### src/hw/rtl/nrn_pkg.sv
`timescale 1ns / 1ps

package nrn_pkg;

	// Output geometry and fixed-point format.
	localparam int OUT_HEIGHT  = 48;
	localparam int OUT_WIDTH   = 320;
	localparam int MAX_SRC_DIM = 4096;
	localparam int FRAC_BITS   = 14;

	// Field widths.
	localparam int PIX_W     = 8;
	localparam int VAL_W     = 16;
	localparam int DIM_W     = 13;
	localparam int CNT_W     = 12;
	localparam int CH_W      = 3;
	localparam int ROW_W     = 6;
	localparam int COL_W     = 9;
	localparam int CFG_IDX_W = 2;

	// Used output width holds up to OUT_WIDTH itself.
	localparam int RW_W      = $clog2(OUT_WIDTH + 1);
	// Column numerator c*rw + w - 1 and row numerator r*48 + h - 1.
	localparam int COL_NUM_W = $clog2(MAX_SRC_DIM * (OUT_WIDTH + 1));
	localparam int ROW_NUM_W = $clog2(MAX_SRC_DIM * (OUT_HEIGHT + 1));
	// Product of a column quotient and the source width.
	localparam int PCOL_W    = COL_W + DIM_W;
	// One divider step per quotient bit.
	localparam int DIV_STEPS = COL_W;
	localparam int STEP_W    = $clog2(DIV_STEPS);

	// Configuration register indexes.
	localparam logic [CFG_IDX_W-1:0] REG_SRC_WIDTH    = 2'd0;
	localparam logic [CFG_IDX_W-1:0] REG_SRC_HEIGHT   = 2'd1;
	localparam logic [CFG_IDX_W-1:0] REG_SRC_CHANNELS = 2'd2;

	// Channel count codes that change the channel routing.
	localparam logic [CH_W-1:0] CH_GRAY = 3'd1;
	localparam logic [CH_W-1:0] CH_TWO  = 3'd2;

	typedef enum logic [2:0] {
		ST_IDLE,
		ST_DIV,
		ST_MUL,
		ST_CMP,
		ST_EMIT
	} state_t;

	// Commands from the controller to the datapath.
	typedef struct packed {
		logic load;
		logic div_step;
		logic mul;
		logic emit;
	} dp_cmd_t;

	// Status from the datapath to the controller.
	typedef struct packed {
		logic div_last;
		logic hit;
		logic last_row;
		logic out_free;
	} dp_stat_t;

	// Normalization table: round((2p - 255) * 2^FRAC_BITS / 255) per byte value.
	typedef logic [255:0][VAL_W-1:0] norm_tab_t;

	function automatic norm_tab_t build_norm_tab();
		norm_tab_t t;
		int mag;
		int q;
		for (int p = 0; p < 256; p++) begin
			mag = (2 * p >= 255) ? (2 * p - 255) : (255 - 2 * p);
			q = ((mag << FRAC_BITS) * 2 + 255) / 510;
			t[p] = (2 * p < 255) ? VAL_W'(-q) : VAL_W'(q);
		end
		return t;
	endfunction

	localparam norm_tab_t NORM_TAB = build_norm_tab();

endpackage

### src/hw/rtl/nrn_if.sv
`timescale 1ns / 1ps

// Source pixel channel.
interface nrn_pix_if;
	import nrn_pkg::*;

	logic             valid;
	logic             ready;
	logic [PIX_W-1:0] chan0;
	logic [PIX_W-1:0] chan1;
	logic [PIX_W-1:0] chan2;

	modport source(output valid, output chan0, output chan1, output chan2, input ready);
	modport sink(input valid, input chan0, input chan1, input chan2, output ready);
endinterface

// Resized and normalized sample channel.
interface nrn_res_if;
	import nrn_pkg::*;

	logic                    valid;
	logic                    ready;
	logic [ROW_W-1:0]        out_row;
	logic [COL_W-1:0]        out_col;
	logic signed [VAL_W-1:0] val_first;
	logic signed [VAL_W-1:0] val_second;
	logic signed [VAL_W-1:0] val_third;
	logic                    last_of_run;

	modport source(output valid, output out_row, output out_col, output val_first,
		output val_second, output val_third, output last_of_run, input ready);
	modport sink(input valid, input out_row, input out_col, input val_first,
		input val_second, input val_third, input last_of_run, output ready);
endinterface

### src/hw/rtl/nrn_ctrl.sv
`timescale 1ns / 1ps

module nrn_ctrl (
	input  logic              clk,
	input  logic              arst_n,
	input  logic              in_valid,
	output logic              in_ready,
	input  nrn_pkg::dp_stat_t stat,
	output nrn_pkg::dp_cmd_t  cmd
);
	import nrn_pkg::*;

	state_t state_q;
	state_t state_nxt;

	// State register.
	always_ff @(posedge clk or negedge arst_n) begin
		if (!arst_n) begin
			state_q <= ST_IDLE;
		end else begin
			state_q <= state_nxt;
		end
	end

	// Next state and datapath commands.
	always_comb begin
		state_nxt = state_q;
		cmd       = '0;
		in_ready  = 1'b0;
		unique case (state_q)
			ST_IDLE: begin
				in_ready = 1'b1;
				if (in_valid) begin
					cmd.load  = 1'b1;
					state_nxt = ST_DIV;
				end
			end
			ST_DIV: begin
				cmd.div_step = 1'b1;
				if (stat.div_last) begin
					state_nxt = ST_MUL;
				end
			end
			ST_MUL: begin
				cmd.mul   = 1'b1;
				state_nxt = ST_CMP;
			end
			ST_CMP: begin
				state_nxt = stat.hit ? ST_EMIT : ST_IDLE;
			end
			ST_EMIT: begin
				if (stat.out_free) begin
					cmd.emit = 1'b1;
					if (stat.last_row) begin
						state_nxt = ST_IDLE;
					end
				end
			end
			default: begin
				state_nxt = ST_IDLE;
			end
		endcase
	end

endmodule

### src/hw/rtl/nrn_datapath.sv
`timescale 1ns / 1ps

module nrn_datapath (
	input  logic                              clk,
	input  logic                              arst_n,
	input  logic                              cfg_we,
	input  logic [nrn_pkg::CFG_IDX_W-1:0]     cfg_index,
	input  logic [nrn_pkg::DIM_W-1:0]         cfg_data,
	input  logic [nrn_pkg::PIX_W-1:0]         chan0,
	input  logic [nrn_pkg::PIX_W-1:0]         chan1,
	input  logic [nrn_pkg::PIX_W-1:0]         chan2,
	input  logic                              res_ready,
	output logic                              res_valid,
	output logic [nrn_pkg::ROW_W-1:0]         out_row,
	output logic [nrn_pkg::COL_W-1:0]         out_col,
	output logic signed [nrn_pkg::VAL_W-1:0]  val_first,
	output logic signed [nrn_pkg::VAL_W-1:0]  val_second,
	output logic signed [nrn_pkg::VAL_W-1:0]  val_third,
	output logic                              last_of_run,
	input  nrn_pkg::dp_cmd_t                  cmd,
	output nrn_pkg::dp_stat_t                 stat
);
	import nrn_pkg::*;

	// Configuration; width and height are stored already clamped to the legal range.
	logic [DIM_W-1:0] width_q;
	logic [DIM_W-1:0] height_q;
	logic [RW_W-1:0]  rw_q;
	logic [CH_W-1:0]  chans_q;
	logic [DIM_W-1:0] cfg_dim;

	// Source position of the next pixel.
	logic [CNT_W-1:0] col_q;
	logic [CNT_W-1:0] row_q;
	logic [DIM_W-1:0] col_inc;
	logic [DIM_W-1:0] row_inc;

	// Per-pixel work registers.
	logic [CNT_W-1:0]     c_q;
	logic [CNT_W-1:0]     r_q;
	logic [COL_NUM_W-1:0] crw_q;
	logic [ROW_NUM_W-1:0] r48_q;
	logic [COL_NUM_W-1:0] col_rem_q;
	logic [ROW_NUM_W-1:0] row_rem_q;
	logic [COL_W-1:0]     x0_q;
	logic [ROW_W-1:0]     y_q;
	logic [STEP_W-1:0]    k_q;
	logic [PCOL_W-1:0]    pcol_q;
	logic [ROW_NUM_W-1:0] acc_q;
	logic [VAL_W-1:0]     v0_q;
	logic [VAL_W-1:0]     v1_q;
	logic [VAL_W-1:0]     v2_q;

	logic [COL_NUM_W-1:0] crw;
	logic [ROW_NUM_W-1:0] r48;
	logic [COL_NUM_W-1:0] col_div;
	logic [ROW_NUM_W-1:0] row_div;
	logic                 col_ge;
	logic                 row_ge;
	logic                 row_active;
	logic [ROW_NUM_W-1:0] row_lim;
	logic [ROW_NUM_W-1:0] acc_nxt;
	logic [VAL_W-1:0]     n0;
	logic [VAL_W-1:0]     n1;
	logic [VAL_W-1:0]     n2;

	// Output register.
	logic                    out_valid_q;
	logic [ROW_W-1:0]        out_row_q;
	logic [COL_W-1:0]        out_col_q;
	logic [VAL_W-1:0]        out_v0_q;
	logic [VAL_W-1:0]        out_v1_q;
	logic [VAL_W-1:0]        out_v2_q;
	logic                    out_last_q;
	logic                    out_free;

	// Clamp a written dimension to 1 .. MAX_SRC_DIM.
	always_comb begin
		if (cfg_data == '0) begin
			cfg_dim = DIM_W'(1);
		end else if (cfg_data > DIM_W'(MAX_SRC_DIM)) begin
			cfg_dim = DIM_W'(MAX_SRC_DIM);
		end else begin
			cfg_dim = cfg_data;
		end
	end

	// Configuration registers.
	always_ff @(posedge clk or negedge arst_n) begin
		if (!arst_n) begin
			width_q  <= DIM_W'(320);
			height_q <= DIM_W'(48);
			rw_q     <= RW_W'(320);
			chans_q  <= CH_W'(3);
		end else if (cfg_we) begin
			if (cfg_index == REG_SRC_WIDTH) begin
				width_q <= cfg_dim;
				rw_q    <= (cfg_dim < DIM_W'(OUT_WIDTH)) ? RW_W'(cfg_dim) : RW_W'(OUT_WIDTH);
			end else if (cfg_index == REG_SRC_HEIGHT) begin
				height_q <= cfg_dim;
			end else if (cfg_index == REG_SRC_CHANNELS) begin
				chans_q <= cfg_data[CH_W-1:0];
			end
		end
	end

	// Raster counters advance on every accepted pixel.
	assign col_inc = {1'b0, col_q} + DIM_W'(1);
	assign row_inc = {1'b0, row_q} + DIM_W'(1);

	always_ff @(posedge clk or negedge arst_n) begin
		if (!arst_n) begin
			col_q <= '0;
			row_q <= '0;
		end else if (cmd.load) begin
			if (col_inc >= width_q) begin
				col_q <= '0;
				row_q <= (row_inc >= height_q) ? '0 : row_inc[CNT_W-1:0];
			end else begin
				col_q <= col_inc[CNT_W-1:0];
			end
		end
	end

	// Numerators for the first sampling column and row.
	assign crw = COL_NUM_W'(col_q) * COL_NUM_W'(rw_q);
	assign r48 = ROW_NUM_W'(row_q * OUT_HEIGHT);

	// Normalized channel values with routing by channel count.
	always_comb begin
		n0 = NORM_TAB[chan0];
		if (chans_q <= CH_GRAY) begin
			n1 = n0;
			n2 = n0;
		end else if (chans_q == CH_TWO) begin
			n1 = NORM_TAB[chan1];
			n2 = n1;
		end else begin
			n1 = NORM_TAB[chan1];
			n2 = NORM_TAB[chan2];
		end
	end

	// Restoring division, one quotient bit per step for the column, and for the row in the last ROW_W steps.
	assign col_div    = COL_NUM_W'({{(COL_NUM_W-DIM_W){1'b0}}, width_q} << k_q);
	assign row_div    = ROW_NUM_W'({{(ROW_NUM_W-DIM_W){1'b0}}, height_q} << k_q);
	assign col_ge     = col_rem_q >= col_div;
	assign row_active = k_q < STEP_W'(ROW_W);
	assign row_ge     = row_rem_q >= row_div;

	// Row emission limit and the next row product.
	assign row_lim = r48_q + ROW_NUM_W'(OUT_HEIGHT);
	assign acc_nxt = acc_q + ROW_NUM_W'(height_q);

	// Per-pixel work registers.
	always_ff @(posedge clk) begin
		if (cmd.load) begin
			c_q       <= col_q;
			r_q       <= row_q;
			crw_q     <= crw;
			r48_q     <= r48;
			col_rem_q <= crw + COL_NUM_W'(width_q) - COL_NUM_W'(1);
			row_rem_q <= r48 + ROW_NUM_W'(height_q) - ROW_NUM_W'(1);
			x0_q      <= '0;
			y_q       <= '0;
			k_q       <= STEP_W'(DIV_STEPS - 1);
			v0_q      <= n0;
			v1_q      <= n1;
			v2_q      <= n2;
		end else if (cmd.div_step) begin
			x0_q <= {x0_q[COL_W-2:0], col_ge};
			if (col_ge) begin
				col_rem_q <= col_rem_q - col_div;
			end
			if (row_active) begin
				y_q <= {y_q[ROW_W-2:0], row_ge};
				if (row_ge) begin
					row_rem_q <= row_rem_q - row_div;
				end
			end
			k_q <= k_q - STEP_W'(1);
		end else if (cmd.mul) begin
			pcol_q <= PCOL_W'(x0_q) * PCOL_W'(width_q);
			acc_q  <= ROW_NUM_W'(y_q) * ROW_NUM_W'(height_q);
		end else if (cmd.emit) begin
			y_q   <= y_q + ROW_W'(1);
			acc_q <= acc_nxt;
		end
	end

	// Output register; it frees when the item is taken.
	assign out_free = !out_valid_q || res_ready;

	always_ff @(posedge clk or negedge arst_n) begin
		if (!arst_n) begin
			out_valid_q <= 1'b0;
		end else if (cmd.emit) begin
			out_valid_q <= 1'b1;
		end else if (res_ready) begin
			out_valid_q <= 1'b0;
		end
	end

	always_ff @(posedge clk) begin
		if (cmd.emit) begin
			out_row_q  <= y_q;
			out_col_q  <= x0_q;
			out_v0_q   <= v0_q;
			out_v1_q   <= v1_q;
			out_v2_q   <= v2_q;
			out_last_q <= stat.last_row;
		end
	end

	// Status to the controller.
	always_comb begin
		stat.div_last = (k_q == '0);
		stat.hit      = ({1'b0, c_q} < width_q) && (x0_q < rw_q)
			&& (pcol_q < PCOL_W'(crw_q) + PCOL_W'(rw_q))
			&& ({1'b0, r_q} < height_q) && (y_q < ROW_W'(OUT_HEIGHT))
			&& (acc_q < row_lim);
		stat.last_row = (y_q == ROW_W'(OUT_HEIGHT - 1)) || (acc_nxt >= row_lim);
		stat.out_free = out_free;
	end

	assign res_valid   = out_valid_q;
	assign out_row     = out_row_q;
	assign out_col     = out_col_q;
	assign val_first   = out_v0_q;
	assign val_second  = out_v1_q;
	assign val_third   = out_v2_q;
	assign last_of_run = out_last_q;

`ifndef SYNTHESIS
	// A result is only written into a free output register.
	a_emit_free: assert property (@(posedge clk) disable iff (!arst_n)
		cmd.emit |-> out_free)
		else $error("result written over a pending item");

	// Emitted rows stay inside the output height.
	a_row_range: assert property (@(posedge clk) disable iff (!arst_n)
		out_valid_q |-> (out_row_q < ROW_W'(OUT_HEIGHT)))
		else $error("output row out of range");

	// Emitted columns stay inside the used output width.
	a_col_range: assert property (@(posedge clk) disable iff (!arst_n)
		out_valid_q |-> (out_col_q < rw_q))
		else $error("output column out of range");
`endif

endmodule

### src/hw/rtl/nearest_resize_normalize_core.sv
// Nearest-neighbor resize to a 48-row output with normalization to signed Q1.14.
// Source pixels enter in raster order on pix; for each pixel whose column is sampled
// by some output column, one item per sampling output row leaves on res in increasing
// row order, the final one flagged by last_of_run. A pixel passes through the accept,
// divide, multiply and compare states and then one emit state per result, which waits
// until the output register is free; the bit-serial divider finds the first output column
// and row for the pixel. The next pixel is taken while the last result still waits in the
// output register. Configuration is to be written only while the block is idle; the block
// does not enforce this, and a write does not reset the row and column counters.
`timescale 1ns / 1ps

module nearest_resize_normalize_core (
	input  logic                          clk,
	input  logic                          arst_n,
	input  logic                          cfg_we,
	input  logic [nrn_pkg::CFG_IDX_W-1:0] cfg_index,
	input  logic [nrn_pkg::DIM_W-1:0]     cfg_data,
	nrn_pix_if.sink                       pix,
	nrn_res_if.source                     res
);
	import nrn_pkg::*;

	dp_cmd_t  cmd;
	dp_stat_t stat;
	logic     in_ready;

	assign pix.ready = in_ready;

	nrn_ctrl u_ctrl (
		.clk      (clk),
		.arst_n   (arst_n),
		.in_valid (pix.valid),
		.in_ready (in_ready),
		.stat     (stat),
		.cmd      (cmd)
	);

	nrn_datapath u_datapath (
		.clk         (clk),
		.arst_n      (arst_n),
		.cfg_we      (cfg_we),
		.cfg_index   (cfg_index),
		.cfg_data    (cfg_data),
		.chan0       (pix.chan0),
		.chan1       (pix.chan1),
		.chan2       (pix.chan2),
		.res_ready   (res.ready),
		.res_valid   (res.valid),
		.out_row     (res.out_row),
		.out_col     (res.out_col),
		.val_first   (res.val_first),
		.val_second  (res.val_second),
		.val_third   (res.val_third),
		.last_of_run (res.last_of_run),
		.cmd         (cmd),
		.stat        (stat)
	);

endmodule
### src/flat_wrapper.sv
// flat-port wrapper written by rule: the top's interface ports become plain ports
module nearest_resize_normalize_core_flat import nrn_pkg::*;
  (clk, arst_n, cfg_we, cfg_index, cfg_data, pix_valid, pix_chan0, pix_chan1, pix_chan2, pix_ready, res_valid, res_out_row, res_out_col, res_val_first, res_val_second, res_val_third, res_last_of_run, res_ready);
  nrn_pix_if pix_i ();
  nrn_res_if res_i ();
  input  logic clk;
  input  logic arst_n;
  input  logic cfg_we;
  input  logic [nrn_pkg::CFG_IDX_W-1:0] cfg_index;
  input  logic [nrn_pkg::DIM_W-1:0] cfg_data;
  input wire logic [$bits(pix_i.valid)-1:0] pix_valid;
  input wire logic [$bits(pix_i.chan0)-1:0] pix_chan0;
  input wire logic [$bits(pix_i.chan1)-1:0] pix_chan1;
  input wire logic [$bits(pix_i.chan2)-1:0] pix_chan2;
  output wire logic [$bits(pix_i.ready)-1:0] pix_ready;
  output wire logic [$bits(res_i.valid)-1:0] res_valid;
  output wire logic [$bits(res_i.out_row)-1:0] res_out_row;
  output wire logic [$bits(res_i.out_col)-1:0] res_out_col;
  output wire logic [$bits(res_i.val_first)-1:0] res_val_first;
  output wire logic [$bits(res_i.val_second)-1:0] res_val_second;
  output wire logic [$bits(res_i.val_third)-1:0] res_val_third;
  output wire logic [$bits(res_i.last_of_run)-1:0] res_last_of_run;
  input wire logic [$bits(res_i.ready)-1:0] res_ready;
  assign pix_i.valid = pix_valid;
  assign pix_i.chan0 = pix_chan0;
  assign pix_i.chan1 = pix_chan1;
  assign pix_i.chan2 = pix_chan2;
  assign pix_ready = pix_i.ready;
  assign res_valid = res_i.valid;
  assign res_out_row = res_i.out_row;
  assign res_out_col = res_i.out_col;
  assign res_val_first = res_i.val_first;
  assign res_val_second = res_i.val_second;
  assign res_val_third = res_i.val_third;
  assign res_last_of_run = res_i.last_of_run;
  assign res_i.ready = res_ready;
  nearest_resize_normalize_core u_core (.clk(clk), .arst_n(arst_n), .cfg_we(cfg_we), .cfg_index(cfg_index), .cfg_data(cfg_data), .pix(pix_i), .res(res_i));
endmodule
### config.mk
export PLATFORM = sky130hd
export DESIGN_NAME = nearest_resize_normalize_core_flat
export DESIGN_NICKNAME = d
export VERILOG_FILES = /design/src/hw/rtl/nrn_pkg.sv /design/src/hw/rtl/nrn_if.sv /design/src/hw/rtl/nrn_ctrl.sv /design/src/hw/rtl/nrn_datapath.sv /design/src/hw/rtl/nearest_resize_normalize_core.sv /design/src/flat_wrapper.sv
export SDC_FILE = /design/constraint.sdc
export NUM_CORES = 2
export LEC_CHECK = 0
export ABC_AREA = 1
export BUFFER_PORTS_ARGS = -buffer_cell sky130_fd_sc_hd__buf_2
export CORE_AREA = 8 8 292 294
export DETAILED_ROUTE_END_ITERATION = 8
export DIE_AREA = 0 0 300 302
export GPL_ROUTABILITY_DRIVEN = 0
export PLACE_DENSITY_LB_ADDON = 0.12
export SLEW_MARGIN = 0
export SYNTH_ARGS = -nofsm -noshare
export SYNTH_HDL_FRONTEND = slang
export SYNTH_HIERARCHICAL = 1
export SYNTH_SLANG_ARGS = --single-unit
### constraint.sdc
create_clock -name clk -period 12.3 [get_ports clk]
set_input_delay 0.615 -clock clk [delete_from_list [all_inputs] [get_ports clk]]
set_output_delay 0.615 -clock clk [all_outputs]
set_load 0.05 [all_outputs]
==> impl_summary.txt <==
----------------------------------------------------
[Timing]
  Post-Route Skew ... 38.9 ps
  Fin. Hold Viols ... 0
  Final critical-path share of the clock period ... 50.2%
  Unrepaired setup endpoints after global routing ... no
  Final critical delay including setup and external delays ... 6170 ps
  Setup TNS ... 0 ps
  Worst setup margin ... 6130 ps
  Max Transition Viols Final ... 0
  Maximum clock rate ... 0.162 GHz
  Max-slew headroom at the worst pin ... 25.5%
  Slew @ Worst Pin ... 1120 ps
  Total of endpoints with negative setup slack in the final report ... 0

[Clocking]
  Max clock buf depth ... 3
  Number of buffers inserted during clock tree synthesis ... 43
  Insertion delay of the later-clocked pin in the worst-skew pair ... 600 ps
  Post-cts sizing count ... 0
  H-tree depth ... 2
  Number of sinks handled by clock tree synthesis ... 334
  Clock edge transition at the registers on the reported setup and hold paths ... 60 ps
  Post-CTS Setup Bufs ... 0
  TritonCTS clock tree ... built
  CTS root buffer ... sky130_fd_sc_hd__clkbuf_16

[Final layout]
  Share of the core filled with cells in the final layout ... 43.5%
  Storage cell area ... 9520 um2
  Share of post-route cells with drive strength above 1 ... 6.74%
  Area taken by multi-input logic gates ... 19,300 um2
  Area growth syn-to-layout ... 9.90%
  # nets final ... 4,619
  Final instance area ... 35,200 um2
  Total of fill cells in the finished design ... 8,358
  Ant. Diodes ... 0

[Synthesis]
  Share of synthesized registers carrying an async set or reset ... 19.8%
  Average cell area after synthesis ... 8.09 um2
  Part of the Yosys area used for sequential elements ... 29.7%
  Cell area after synthesis ... 32,000 um2
  Number of register bits inferred by synthesis ... 334
  Post-synthesis net count ... 4,557
  Warnings, synthesis ... 6
  Number of enable-type register cells in the synthesized netlist ... 249
  Number of distinct library cell variants in the gate-level netlist after synthesis ... 62
  Prevailing post-synth register cell ... sky130_fd_sc_hd__edfxtp_1
  Post-Synthesis Cells ... 3,957

[Routing]
  1st-iter DRT viols ... 1,908
  Vias post-DR ... 25,900
  Wirelength per Cell ... 18.0 um
  DRC ... 0
  Post-route antenna net violation count ... 0
  Routed Wire Length ... 92.3 mm
  Drt pass-1 iters ... 7
  Ratio of routed vias to standard cells ... 5.05

[Power and ir drop]
  Power density cells ... 258 nW/um2
  Maximum resistive drop on vdd ... 0.000140 V
  P_leak ... 0.0176 uW

[Setup path]
  Critical Path RT ... 12,620 ps
  Cell type with the highest occurrence count on the critical path ... sky130_fd_sc_hd__nand2_1
  Critical path peak fanout ... 16
  Data arrival, critical path ... 6490 ps
  Kind of capture point of the worst setup path ... flop
  Critical path startpoint category ... flop
  Max incr delay on CP ... 750 ps
  WS Path Type ... reg -> reg
  Critical-path top delay cell ... sky130_fd_sc_hd__dfrtp_1
  FF-to-FF path depth ... 29

[Floorplan]
  Floorplan die area ... 90,600 um2
  Die Span X ... 300 um
  Core outline area ... 80,900 um2
  Standard-cell rows ... 105
  Initial Utilization ... 39.6%
  Floorplan die height ... 302 um
  Boundary Pins ... 110

[Worst hold path]
  Cell depth of the worst hold path ... 3
  Class of the tightest hold or removal check ... in -> reg

[Global routing]
  Pin count of the biggest net entering global routing ... 72
  Wire length of the first global-routing pass ... 146 mm
  Remaining Overflow, GRT ... 0
  Overall global routing resource usage ... 20.3%
  Vias in the first global route ... 26,000
  Number of antenna violations at the first check in global routing ... 0

[Status]
  Status ... finished clean

[Place]
  Input/output buffers ... 109
  Post-detailed-placement cell area ... 33,600 um2
  HPWL Detailed ... 73.0 mm
  Dpl ws ... 6160 ps

[Run]
  Max-cap check violation count ... 0

----------------------------------------------------
cells in the mapped netlist, drive strengths merged (2+ instances only):
cell | count | area, um2
nand2 | 925 | 3540
inv | 749 | 2810
ha | 356 | 4450
o21ai | 271 | 1360
a21oi | 257 | 1300
edfxtp | 249 | 7480
nor2 | 207 | 800
fa | 200 | 4000
nand3 | 126 | 656
clkbuf | 101 | 379
xor2 | 98 | 866
dfrtp | 58 | 1450
nor3 | 46 | 230
nand4 | 42 | 269
xnor2 | 30 | 263
o211ai | 24 | 180
dfxtp | 19 | 380
o22ai | 18 | 113
a21o | 16 | 120
a31oi | 15 | 93.8
o21bai | 15 | 113
mux2i | 13 | 130
nor4 | 12 | 75.1
buf | 11 | 52.6
o31ai | 10 | 75.1
or2 | 10 | 62.6
dfstp | 8 | 210
a21boi | 7 | 52.6
a22oi | 7 | 52.6
a221oi | 6 | 52.6
nand3b | 6 | 45.0
a22o | 5 | 43.8
clkinv | 5 | 18.8
o21a | 5 | 37.5
o221ai | 5 | 43.8
and2 | 4 | 25.0
o2111ai | 4 | 35.0
o311ai | 3 | 26.3
a31o | 2 | 17.5
and3 | 2 | 12.5
nor3b | 2 | 15.0
critical path, delay by kind of cell (launching register included):
family | cells | cell delay, ps
adders and majority gates | 7 | 3010
and+or+nand+nor | 13 | 1230
DFF | 1 | 750
AOI/OAI and AO/OA | 2 | 370
buffers and inverters | 6 | 340
xor gates and xnor gates | 1 | 200
flip-flops by register name, summed over array words and instances (netlist names), 12 cells and up:
name,count
u_core/u_datapath/c_q,12
u_core/u_datapath/col_rem_q,21
u_core/u_datapath/acc_q,18
u_core/u_datapath/val_first,16
u_core/u_datapath/r48_q,13
u_core/u_datapath/height_q,13
u_core/u_datapath/crw_q,21
u_core/u_datapath/r_q,12
u_core/u_datapath/pcol_q,22
u_core/u_datapath/v1_q,16
u_core/u_datapath/val_third,16
u_core/u_datapath/v2_q,16
u_core/u_datapath/col_q,12
u_core/u_datapath/row_rem_q,18
u_core/u_datapath/val_second,16
u_core/u_datapath/row_q,12
u_core/u_datapath/v0_q,16
u_core/u_datapath/width_q,13
layout by cell type, fill, tap and decap left out, types with 30 or more instances in the layout:
cell type / count
sky130_fd_sc_hd__a21oi_1: 255
sky130_fd_sc_hd__buf_2: 108
sky130_fd_sc_hd__clkbuf_16: 45
sky130_fd_sc_hd__dfrtp_1: 58
sky130_fd_sc_hd__edfxtp_1: 249
sky130_fd_sc_hd__fa_1: 200
sky130_fd_sc_hd__ha_1: 356
sky130_fd_sc_hd__inv_1: 744
sky130_fd_sc_hd__nand2_1: 901
sky130_fd_sc_hd__nand3_1: 121
sky130_fd_sc_hd__nand4_1: 41
sky130_fd_sc_hd__nor2_1: 196
sky130_fd_sc_hd__nor3_1: 43
sky130_fd_sc_hd__o21ai_0: 253
sky130_fd_sc_hd__xnor2_1: 30
sky130_fd_sc_hd__xor2_1: 97
per-stage QoR:
stage,instances,hold slack (ps),power (uW)
final,5123,336,9090
after global routing,5123,331,10100
after CTS,5123,290,9180
after detailed placement,5043,405,7720
after global placement,5043,401,7730
after floorplan,3957,319,6210
power breakdown:
part | total [uW] | switching [uW] | internal, uW | leakage (uW)
sequential | 2100 | 384 | 1720 | 0.00330
clock | 1360 | 544 | 819 | 0.000745
combinational | 5620 | 3570 | 2050 | 0.0136
layer usage:
layer  global-route usage (%)  up-vias  wire (um)
li1                         -    13000          -
met1                     28.1    12300      43500
met2                     33.7      516      42600
met3                     2.68       95       4330
met4                     4.61        0       1960
met5                        0        -          0
layout make-up:
type	instances	area share, %
inverters	754	8.04
clock inverters	21	0.843
well taps	1070	3.81
flip-flops and latches	334	27.1
multi-input cells	2757	54.7
clock buffers	58	3.51
repair buffers	129	1.99
path summary, 6_finish.rpt:
check,end,start,slack (ps)
min reg2reg,u_core/u_datapath/val_first[5]$_DFFE_PP_,u_core/u_datapath/v0_q[5]$_DFFE_PP_,420
max reg2reg,u_core/u_datapath/col_rem_q[20]$_DFFE_PP_,u_core/u_datapath/rw_q[1]$_DFFE_PN0P_,6130
min in group asynchronous,u_core/u_datapath/row_q[4]$_DFFE_PN0P_,arst_n,410
min,u_core/u_datapath/width_q[12]$_DFFE_PN0P_,cfg_data[12],340
max in group asynchronous,u_core/u_datapath/col_q[4]$_DFFE_PN0P_,arst_n,10770
max,u_core/u_datapath/col_rem_q[20]$_DFFE_PP_,u_core/u_datapath/rw_q[1]$_DFFE_PN0P_,6130
cells by family after synthesis:
group	count (synthesis)	synth area share, %
fa+ha+maj	556	26.4
xor+xnor	128	3.53
simple gates	1383	17.9
flops	334	29.7
mux	14	0.442
compound gates	676	11.8
buf+inv	866	10.2
timing repair:
action / in CTS / in global routing
setup endpoints to repair: 0 / 0
hold endpoints to repair: 8 / 0
hold buffers: 1 / 0
(Power assumes the default switching activity.)
